==> src/rtl/ryuv_pkg.sv <==
`timescale 1ns / 1ps
// ----------------------------------------------------------------------------
// ryuv_pkg
// Shared constants for the RGB 2x2 block to 4:2:0 YCbCr converter.
// ----------------------------------------------------------------------------
package ryuv_pkg;

    // Luma weights in 16.16 fixed point, plus offset 16 and rounding half
    localparam logic [14:0] LUMA_R_WEIGHT = 15'd16828;
    localparam logic [15:0] LUMA_G_WEIGHT = 16'd33038;
    localparam logic [12:0] LUMA_B_WEIGHT = 13'd6416;
    localparam logic [23:0] LUMA_OFFSET   = 24'h108000;

    // Rescale of a row's luma pair before chroma subtraction
    localparam logic [8:0]  LUMA_PAIR_BLACK = 9'd32;
    localparam logic [15:0] LUMA_RESCALE    = 16'd38155;

    // Chroma scales: 1/2.018*1024 and 1/1.596*1024, rounded
    localparam logic [9:0] CB_SCALE = 10'd507;
    localparam logic [9:0] CR_SCALE = 10'd642;

    // Chroma offset 128 in 16.16 plus rounding half
    localparam int unsigned CHROMA_OFFSET = 32'h0080_0000;
    localparam int unsigned ROUND_HALF    = 32'd32768;
    localparam logic signed [25:0] CHROMA_BIAS = 26'(CHROMA_OFFSET + ROUND_HALF);

    // Pipeline timing
    localparam int PIPE_DEPTH   = 8;   // accept to result strobe
    localparam int LUMA_LATENCY = 2;   // inputs to luma register
    localparam int SUM_DELAY    = 4;   // row sums aligned with scaled luma
    localparam int LUMA_DELAY   = PIPE_DEPTH - LUMA_LATENCY;

endpackage

==> src/rtl/ryuv_luma.sv <==
`timescale 1ns / 1ps
// ----------------------------------------------------------------------------
// ryuv_luma
// Two-stage luma lane: weighted products, then offset sum and 16-bit drop.
// ----------------------------------------------------------------------------
module ryuv_luma
(
    input  logic       clk,
    input  logic [7:0] red,
    input  logic [7:0] green,
    input  logic [7:0] blue,
    output logic [7:0] luma
);

    logic [22:0] prod_r_reg, prod_r_next;
    logic [23:0] prod_g_reg, prod_g_next;
    logic [20:0] prod_b_reg, prod_b_next;
    logic [23:0] sum_next;
    logic [7:0]  luma_reg, luma_next;

    // Form the three weighted products
    always_comb
    begin
        prod_r_next = 23'(ryuv_pkg::LUMA_R_WEIGHT) * 23'(red);
        prod_g_next = 24'(ryuv_pkg::LUMA_G_WEIGHT) * 24'(green);
        prod_b_next = 21'(ryuv_pkg::LUMA_B_WEIGHT) * 21'(blue);
    end

    // Add offset and keep the integer part
    always_comb
    begin
        sum_next  = 24'(prod_r_reg) + prod_g_reg + 24'(prod_b_reg)
                  + ryuv_pkg::LUMA_OFFSET;
        luma_next = sum_next[23:16];
    end

    always_ff @(posedge clk)
    begin
        prod_r_reg <= prod_r_next;
        prod_g_reg <= prod_g_next;
        prod_b_reg <= prod_b_next;
        luma_reg   <= luma_next;
    end

    assign luma = luma_reg;

endmodule

==> src/rtl/ryuv_yscale.sv <==
`timescale 1ns / 1ps
// ----------------------------------------------------------------------------
// ryuv_yscale
// Two-stage row luma rescale: (luma_a + luma_b - 32) * 38155.
// ----------------------------------------------------------------------------
module ryuv_yscale
(
    input  logic        clk,
    input  logic [7:0]  luma_a,
    input  logic [7:0]  luma_b,
    output logic [23:0] scaled
);

    logic [8:0]  pair_reg, pair_next;
    logic [23:0] scaled_reg, scaled_next;

    // Remove black level from the pair sum; luma never drops below 16
    assign pair_next = 9'(luma_a) + 9'(luma_b) - ryuv_pkg::LUMA_PAIR_BLACK;

    // Scale the pair; the product stays below 2^24
    assign scaled_next = 24'(pair_reg) * 24'(ryuv_pkg::LUMA_RESCALE);

    always_ff @(posedge clk)
    begin
        pair_reg   <= pair_next;
        scaled_reg <= scaled_next;
    end

    assign scaled = scaled_reg;

endmodule

==> src/rtl/ryuv_chroma.sv <==
`timescale 1ns / 1ps
// ----------------------------------------------------------------------------
// ryuv_chroma
// Four-stage chroma lane: row differences, truncating average and shift,
// scale, then offset, rounding and clip to 0..255.
// ----------------------------------------------------------------------------
module ryuv_chroma
(
    input  logic        clk,
    input  logic [8:0]  sum_top,
    input  logic [8:0]  sum_bot,
    input  logic [23:0] scaled_top,
    input  logic [23:0] scaled_bot,
    input  logic [9:0]  scale,
    output logic [7:0]  chroma
);

    logic signed [25:0] diff_top, diff_bot;
    logic signed [25:0] dsum_reg, dsum_next;
    logic signed [25:0] adj;
    logic signed [14:0] quot_reg, quot_next;
    logic signed [24:0] prod_reg, prod_next;
    logic signed [25:0] biased;
    logic signed [9:0]  rounded;
    logic [7:0]         chroma_reg, chroma_next;

    // Subtract scaled luma from each row's color sum, add the rows
    always_comb
    begin
        diff_top  = $signed({2'b00, sum_top, 15'b0}) - $signed({2'b00, scaled_top});
        diff_bot  = $signed({2'b00, sum_bot, 15'b0}) - $signed({2'b00, scaled_bot});
        dsum_next = diff_top + diff_bot;
    end

    // Halve toward zero, then floor shift by 10: one bias and one 11-bit shift
    always_comb
    begin
        adj       = dsum_reg + $signed({25'b0, dsum_reg[25]});
        quot_next = adj[25:11];
    end

    // Apply the channel scale
    assign prod_next = quot_reg * $signed({1'b0, scale});

    // Add offset and rounding, floor shift by 16, clip
    always_comb
    begin
        biased  = $signed({prod_reg[24], prod_reg}) + ryuv_pkg::CHROMA_BIAS;
        rounded = biased[25:16];
        if (rounded[9])
        begin
            chroma_next = 8'd0;
        end
        else if (rounded[8])
        begin
            chroma_next = 8'd255;
        end
        else
        begin
            chroma_next = rounded[7:0];
        end
    end

    always_ff @(posedge clk)
    begin
        dsum_reg   <= dsum_next;
        quot_reg   <= quot_next;
        prod_reg   <= prod_next;
        chroma_reg <= chroma_next;
    end

    assign chroma = chroma_reg;

endmodule

==> src/rtl/rgb_quad_to_yuv420.sv <==
`timescale 1ns / 1ps
// ----------------------------------------------------------------------------
// rgb_quad_to_yuv420
// 2x2 RGB block to four BT.601 studio-range luma samples and one Cb/Cr pair.
// ----------------------------------------------------------------------------
// A block is taken on every cycle where start is high; busy is always low.
// Each block yields one result beat, marked by done, in order. The
// pipeline has two luma stages, two row-rescale stages and four chroma
// stages, and no stage holds both a multiply and an add. done lasts one
// cycle and the results must be captured then; there is no way to hold
// them. No state is kept between blocks.
// ----------------------------------------------------------------------------
module rgb_quad_to_yuv420
(
    input  logic       clk,
    input  logic       rst_n,
    input  logic       start,
    output logic       busy,
    input  logic [7:0] top_left_red,
    input  logic [7:0] top_left_green,
    input  logic [7:0] top_left_blue,
    input  logic [7:0] top_right_red,
    input  logic [7:0] top_right_green,
    input  logic [7:0] top_right_blue,
    input  logic [7:0] bottom_left_red,
    input  logic [7:0] bottom_left_green,
    input  logic [7:0] bottom_left_blue,
    input  logic [7:0] bottom_right_red,
    input  logic [7:0] bottom_right_green,
    input  logic [7:0] bottom_right_blue,
    output logic       done,
    output logic [7:0] top_left_luma,
    output logic [7:0] top_right_luma,
    output logic [7:0] bottom_left_luma,
    output logic [7:0] bottom_right_luma,
    output logic [7:0] blue_difference,
    output logic [7:0] red_difference
);

    typedef struct packed {
        logic [8:0] blue_top;
        logic [8:0] blue_bot;
        logic [8:0] red_top;
        logic [8:0] red_bot;
    } row_sums_t;

    logic [ryuv_pkg::PIPE_DEPTH-1:0] valid_reg, valid_next;
    logic                            accept;

    row_sums_t sums_reg [ryuv_pkg::SUM_DELAY];
    row_sums_t sums_next;

    logic [7:0]  luma_tl, luma_tr, luma_bl, luma_br;
    logic [31:0] luma_dly_reg [ryuv_pkg::LUMA_DELAY];
    logic [23:0] scaled_top, scaled_bot;

    // Never stall: a new block may enter every cycle
    assign busy   = 1'b0;
    assign accept = start && !busy;

    // Advance the valid bits alongside the data
    assign valid_next = {valid_reg[ryuv_pkg::PIPE_DEPTH-2:0], accept};

    always_ff @(posedge clk or negedge rst_n)
    begin
        if (!rst_n)
        begin
            valid_reg <= '0;
        end
        else
        begin
            valid_reg <= valid_next;
        end
    end

    assign done = valid_reg[ryuv_pkg::PIPE_DEPTH-1];

    // Per-pixel luma lanes
    ryuv_luma u_luma_tl (.clk(clk), .red(top_left_red), .green(top_left_green),
                         .blue(top_left_blue), .luma(luma_tl));
    ryuv_luma u_luma_tr (.clk(clk), .red(top_right_red), .green(top_right_green),
                         .blue(top_right_blue), .luma(luma_tr));
    ryuv_luma u_luma_bl (.clk(clk), .red(bottom_left_red), .green(bottom_left_green),
                         .blue(bottom_left_blue), .luma(luma_bl));
    ryuv_luma u_luma_br (.clk(clk), .red(bottom_right_red), .green(bottom_right_green),
                         .blue(bottom_right_blue), .luma(luma_br));

    // Row color sums, delayed to line up with the scaled luma
    always_comb
    begin
        sums_next.blue_top = 9'(top_left_blue) + 9'(top_right_blue);
        sums_next.blue_bot = 9'(bottom_left_blue) + 9'(bottom_right_blue);
        sums_next.red_top  = 9'(top_left_red) + 9'(top_right_red);
        sums_next.red_bot  = 9'(bottom_left_red) + 9'(bottom_right_red);
    end

    always_ff @(posedge clk)
    begin
        sums_reg[0] <= sums_next;
        for (int i = 1; i < ryuv_pkg::SUM_DELAY; i++)
        begin
            sums_reg[i] <= sums_reg[i-1];
        end
    end

    // Row luma rescale
    ryuv_yscale u_yscale_top (.clk(clk), .luma_a(luma_tl), .luma_b(luma_tr),
                              .scaled(scaled_top));
    ryuv_yscale u_yscale_bot (.clk(clk), .luma_a(luma_bl), .luma_b(luma_br),
                              .scaled(scaled_bot));

    // Chroma lanes
    ryuv_chroma u_chroma_cb
    (
        .clk        (clk),
        .sum_top    (sums_reg[ryuv_pkg::SUM_DELAY-1].blue_top),
        .sum_bot    (sums_reg[ryuv_pkg::SUM_DELAY-1].blue_bot),
        .scaled_top (scaled_top),
        .scaled_bot (scaled_bot),
        .scale      (ryuv_pkg::CB_SCALE),
        .chroma     (blue_difference)
    );

    ryuv_chroma u_chroma_cr
    (
        .clk        (clk),
        .sum_top    (sums_reg[ryuv_pkg::SUM_DELAY-1].red_top),
        .sum_bot    (sums_reg[ryuv_pkg::SUM_DELAY-1].red_bot),
        .scaled_top (scaled_top),
        .scaled_bot (scaled_bot),
        .scale      (ryuv_pkg::CR_SCALE),
        .chroma     (red_difference)
    );

    // Hold luma until chroma catches up; the last tap is the output register
    always_ff @(posedge clk)
    begin
        luma_dly_reg[0] <= {luma_tl, luma_tr, luma_bl, luma_br};
        for (int i = 1; i < ryuv_pkg::LUMA_DELAY; i++)
        begin
            luma_dly_reg[i] <= luma_dly_reg[i-1];
        end
    end

    assign top_left_luma     = luma_dly_reg[ryuv_pkg::LUMA_DELAY-1][31:24];
    assign top_right_luma    = luma_dly_reg[ryuv_pkg::LUMA_DELAY-1][23:16];
    assign bottom_left_luma  = luma_dly_reg[ryuv_pkg::LUMA_DELAY-1][15:8];
    assign bottom_right_luma = luma_dly_reg[ryuv_pkg::LUMA_DELAY-1][7:0];

endmodule

==> config.mk <==
export PLATFORM = sky130hd
export DESIGN_NAME = rgb_quad_to_yuv420
export DESIGN_NICKNAME = d
export VERILOG_FILES = /design/src/rtl/ryuv_pkg.sv /design/src/rtl/ryuv_luma.sv /design/src/rtl/ryuv_yscale.sv /design/src/rtl/ryuv_chroma.sv /design/src/rtl/rgb_quad_to_yuv420.sv
export SDC_FILE = /design/constraint.sdc
export NUM_CORES = 2
export LEC_CHECK = 0
export BUFFER_PORTS_ARGS = -buffer_cell sky130_fd_sc_hd__buf_2
export CORE_UTILIZATION = 55
export DETAILED_ROUTE_END_ITERATION = 10
export PLACE_DENSITY = 0.72
export SYNTH_ARGS = -nofsm -noshare
export SYNTH_HDL_FRONTEND = slang
export SYNTH_SLANG_ARGS = --single-unit
==> constraint.sdc <==
create_clock -name clk -period 6.8 [get_ports clk]
set_clock_uncertainty 0.15 [all_clocks]
set_input_delay 0.68 -clock clk [delete_from_list [all_inputs] [get_ports clk]]
set_output_delay 0.68 -clock clk [all_outputs]
set_load 0.02 [all_outputs]
Yosys cells after proc, flatten, opt, wreduce, memory -nomap -nowiden
Memory sizes are Yosys's and may differ from the RTL's. Index checks and enable logic that the tools add are counted.

Flip-flop bits (word level): 497. RAM bits: 336. Input bits: 99. Output and inout port bits: 50. Logic and storage cells: 79. Memories kept: 2.

Memories: luma_dly_reg (depth 6, bits a word 32, read ports 6, clocked after Yosys merged registers in 0, wr ports 6, line rgb_quad_to_yuv420.sv:54) `logic [31:0] luma_dly_reg [ryuv_pkg::LUMA_DELAY];`; sums_reg (depth 4, bits a word 36, read ports 4, clocked after Yosys merged registers in 0, wr ports 4, line rgb_quad_to_yuv420.sv:50) `row_sums_t sums_reg [ryuv_pkg::SUM_DELAY];`.

$add $sub $neg: 30. $mul: 16. Mux-type cells: 2.

Operators with widths (count): 24-bit by 24-bit subtractor with 25-bit output (4); 23-bit by 24-bit adder with 24-bit output (4); 24-bit by 21-bit adder with 24-bit output (4); 24-bit by 21-bit adder with 24-bit output, second input constant (4); 15-bit by 8-bit multiplier with 23-bit output, first input constant (4); 13-bit by 8-bit multiplier with 21-bit output, first input constant (4); 9-bit by 8-bit multiplier with 17-bit output, first input constant (4); 8-bit by 8-bit adder with 9-bit output (6); 25-bit by 25-bit adder with 26-bit output, second input constant (2); 26-bit by 2-bit adder with 26-bit output (2); 26-bit adder (2); 9-bit by 16-bit multiplier with 24-bit output, second input constant (2); 15-bit by 10-bit multiplier with 25-bit output, second input constant (1); 15-bit by 10-bit multiplier with 24-bit output, second input constant (1); 9-bit by 6-bit subtractor with 9-bit output, second input constant (2); 8-bit 2-to-1 mux (2).

Logic depth before layout (Yosys ltp)
Word-level depth: 3. Gate-level depth with buffers: 19. Mapped depth without buffers: 19.

Hierarchy
Synthesis repeated with hierarchy kept, for this count alone.

Cells, all modules: 5720. Area total of the unflattened synthesis: 58093.2 um2.

By module, submodules not included: ryuv_chroma (instances 2, cells each 1069, area an instance 9276.4 um2, sequential area each 1181.1 um2); ryuv_luma (u_luma_tl ...) (instances 2, cells each 616, area an instance 6292.3 um2, sequential area each 1361.3 um2); rgb_quad_to_yuv420 (instances 1, cells each 485, area an instance 8110.3 um2, sequential area each 6926.6 um2); ryuv_luma (u_luma_br) (instances 1, cells each 628, area an instance 6363.6 um2, sequential area each 1361.3 um2); ryuv_luma (u_luma_bl) (instances 1, cells each 604, area an instance 6216.0 um2, sequential area each 1361.3 um2); ryuv_yscale (u_yscale_bot) (instances 1, cells each 327, area an instance 3195.6 um2, sequential area each 660.6 um2); ryuv_yscale (u_yscale_top) (instances 1, cells each 306, area an instance 3070.4 um2, sequential area each 660.6 um2).

Worst setup path before layout
No wires, ideal clock.

Path kind: register to register. From: register u_chroma_cb.quot_reg[7]. To: register u_chroma_cb.prod_reg[22]. Arrival time: 5073 ps. Data required time: 6578 ps. Setup slack: 1504 ps. Cell stages (with the launch flop): 18. Clock period less this slack: 5296 ps. Cells stage by stage: dfxtp_1 -> fa_1 -> fa_1 -> fa_1 -> fa_1 -> inv_1 -> fa_1 -> inv_1 -> ha_1 -> a21oi_1 -> a21oi_1 -> a211oi_1 -> o21ai_0 -> a41o_1 -> a221o_1 -> a41oi_1 -> nor2b_1 -> xnor2_1.

Longest elaborated chain between the ends: 1.

RTL lines: start: declaration (line ryuv_chroma.sv:21) `logic signed [14:0] quot_reg, quot_next;`; start signal: assignment (line ryuv_chroma.sv:67) `quot_reg <= quot_next;`; 15-bit by 10-bit multiplier with 25-bit output (line ryuv_chroma.sv:43) `assign prod_next = quot_reg * $signed({1'b0, scale});`; net u_chroma_cb.prod_next[22] (line ryuv_chroma.sv:22) `logic signed [24:0] prod_reg, prod_next;`; end signal: assignment (line ryuv_chroma.sv:68) `prod_reg <= prod_next;`; end: declaration (line ryuv_chroma.sv:22).

The timed path passes the listed nets, and every way through them passes these cells. A chain may end at the register's enable or synchronous reset.

Final worst setup path
Ends and elaborated chain as after synthesis.

==> results.ini <==
[worst_setup_path]
crit_path_start_kind = flop
cp.depth = 17
cpLargestDelayFamily = adder cells
path_class = reg -> reg
critPathMaxFanout = 8
r2r_slack_ns = 1.10
path_cells = fa_1 -> fa_1 -> fa_1 -> fa_1 -> inv_1 -> fa_1 -> inv_1 -> ha_1 -> a21oi_1 -> a21oi_1 -> a211oi_1 -> o21ai_0 -> a41o_1 -> a221o_1 -> a41oi_1 -> nor2b_1 -> xnor2_1
cp_common_cell = fa_1
max_stage_delay_ns = 0.62
required_ns = 7.22
cpMaxStageDelayCell = dfxtp_1
crit_buf_inv = 2
r2r_cells = 17
cp.arrival_ns = 6.12
end_kind = flop

[global_route]
grt_overflow_total = 0
grt_max_degree = 17
grt_pass1_vias = 32700
grt_antenna_before_repair = 5
gr-usage-all-layers_pct = 20.5
grt_pass1_wl_um = 156000

[clock_tree]
cts_sinks = 785
numCtsBuffers = 83
cts_tree = done
clockBufferDepth = 3
cts_root_buf = clkbuf_16
h-tree-depth = 3
worstSkewPairLatency_ns = 0.65
clk_pin_slew_ns = 0.06
postCtsSetupRepairBufs = 0

[place]
io_buffer_count = 147
place_hpwl_um = 76200
routabilityCongestion = 0.856
pre_cts_slack_ns = 1.05

[final_layout]
nNetsFinal = 6490
layout-drive-gt1-share_pct = 6.43
register_area_mm2 = 0.0158
fillers = 7394
area_delta_synth_final_pct = 9.98
largest_reg_flops = 192
antennaDiodeCount = 0
multi_input_area_mm2 = 0.0311

[synthesis]
synth_area_leaders = dfxtp_1, ha_1, fa_1
synth_cell_types = 76
synth-main-ff-cell = dfxtp_1
synth-seq-cells = 785
avgSynthCellArea_um2 = 10.5
synth_common_cells = ha_1, inv_1, dfxtp_1, fa_1, xnor2_1
synth_sequential_area_ratio_pct = 31.4
synth_top_cell_by_area = dfxtp_1
synth_warnings = 0
yosysTopAreaCellShare_pct = 31.0
synth_edf_count = 0
synth.cell_area_mm2 = 0.0502
netlist_instances = 4783
yosys.cell_count.top_type = ha_1
synth_nets = 6267
synthArstFlopShare_pct = 1.02

[sta]
clock.fmax_mhz = 175
worst_slew_pin_slew_ns = 0.754
finalMaxSlewViolations = 0
setup_viol = 0
rsz0062_at_grt = no
period_needed_ns = 5.70
final_hold_viol_count = 0
tns_ns = 0
setup_slack_ns = 1.10
fin_crit_sh_pct = 83.8
relSlewSlack_pct = 49.3

[floorplan]
start_util_pct = 55.6
fp.dieH_um = 304
coreArea_mm2 = 0.0901
die_w_um = 304
die_area_mm2 = 0.0924
io_pins = 149
rows = 110

[detailed_routing]
routed_via_density = 5.08
drt-pass1-iter-count = 7
vias = 31800
drc = 0
routedWlPerCell_um = 14.7
drt_wl_total_um = 91600
initialDrtViolationCount = 1087
ant_nets = 0

[run_status]
status = complete, no violations

[hold_path]
holdPathStages = 1
hold_class = in -> reg

[flow_run]
max_cap_violations = 0

[repair_timing]
action | CTS | global route
hold buffers | 2 | 0
resized for setup | 0 | 0
hold endpoints to repair | 9 | 0
[cell families (layout without fill, tap and decap cells)]
kind of cell / count (synthesis) / count (layout) / share of synthesized area, %
and+or+nand+nor: 639 / 639 / 6.26
muxes: 4 / 4 / 0.0823
buffers and inverters: 882 / 1172 / 6.61
xor gates and xnor gates: 408 / 408 / 7.12
DFF: 785 / 785 / 31.4
AOI/OAI and AO/OA: 679 / 679 / 8.71
adders and majority gates: 1385 / 1385 / 39.8
other: 1 / 1 / 0.00748
[area by class of cell]
type | instances | area share, %
Clock inverter | 41 | 0.869
Multi-Input combinational cell | 3116 | 56.4
Tap cell | 1176 | 2.67
Timing Repair Buffer | 150 | 1.38
Clock buffer | 111 | 4.25
Inverter | 870 | 5.92
Sequential cell | 785 | 28.6
[final timing paths]
path / from / endpoint
max in group asynchronous: rst_n / valid_reg[1]
setup reg to reg: u_chroma_cb.quot_reg[7] / u_chroma_cb.prod_reg[22]
min in group asynchronous: rst_n / valid_reg[3]
hold reg to reg: sums_reg[1][11] / sums_reg[2][11]
hold / removal: top_left_red[0] / u_luma_tl.prod_r_reg[2]
setup / recovery: u_chroma_cb.quot_reg[7] / u_chroma_cb.prod_reg[22]
[through the flow]
stage	hold WS, ns	std cells	util [%]	instance area [um^2]
after detailed placement	0.162	6095	58.1	52300
after global placement	0.160	6095	58.1	52300
after global routing	0.0702	6249	61.2	55200
after floorplan	0.160	4783	-	50200
after CTS	0.0432	6249	61.2	55200
final	0.0897	6249	61.2	55200
[placed cells by master (no fill, tap or decap), drive strengths merged, types with 60 or more instances in the layout]
cell,count
inv,875
nand3,60
ha,1034
a21o,98
dfxtp,777
xnor2,294
xor2,114
clkbuf,111
o21ai,123
fa,351
nor2,184
buf,148
nand2,134
a21oi,213
[layer usage]
metal / global-route usage [%] / routed length, um / share of wire (%) / up-vias
met5: 0 / 60 / 0.066 / -
met4: 5.49 / 1790 / 2.0 / 10
met3: 2.76 / 3030 / 3.3 / 129
met2: 35.5 / 43600 / 48 / 354
met1: 26.7 / 43100 / 47 / 15000
li1: - / - / - / 16300
Power is not shown: default switching activity piles up to over one toggle a cycle in this logic, so the estimate is an artifact.
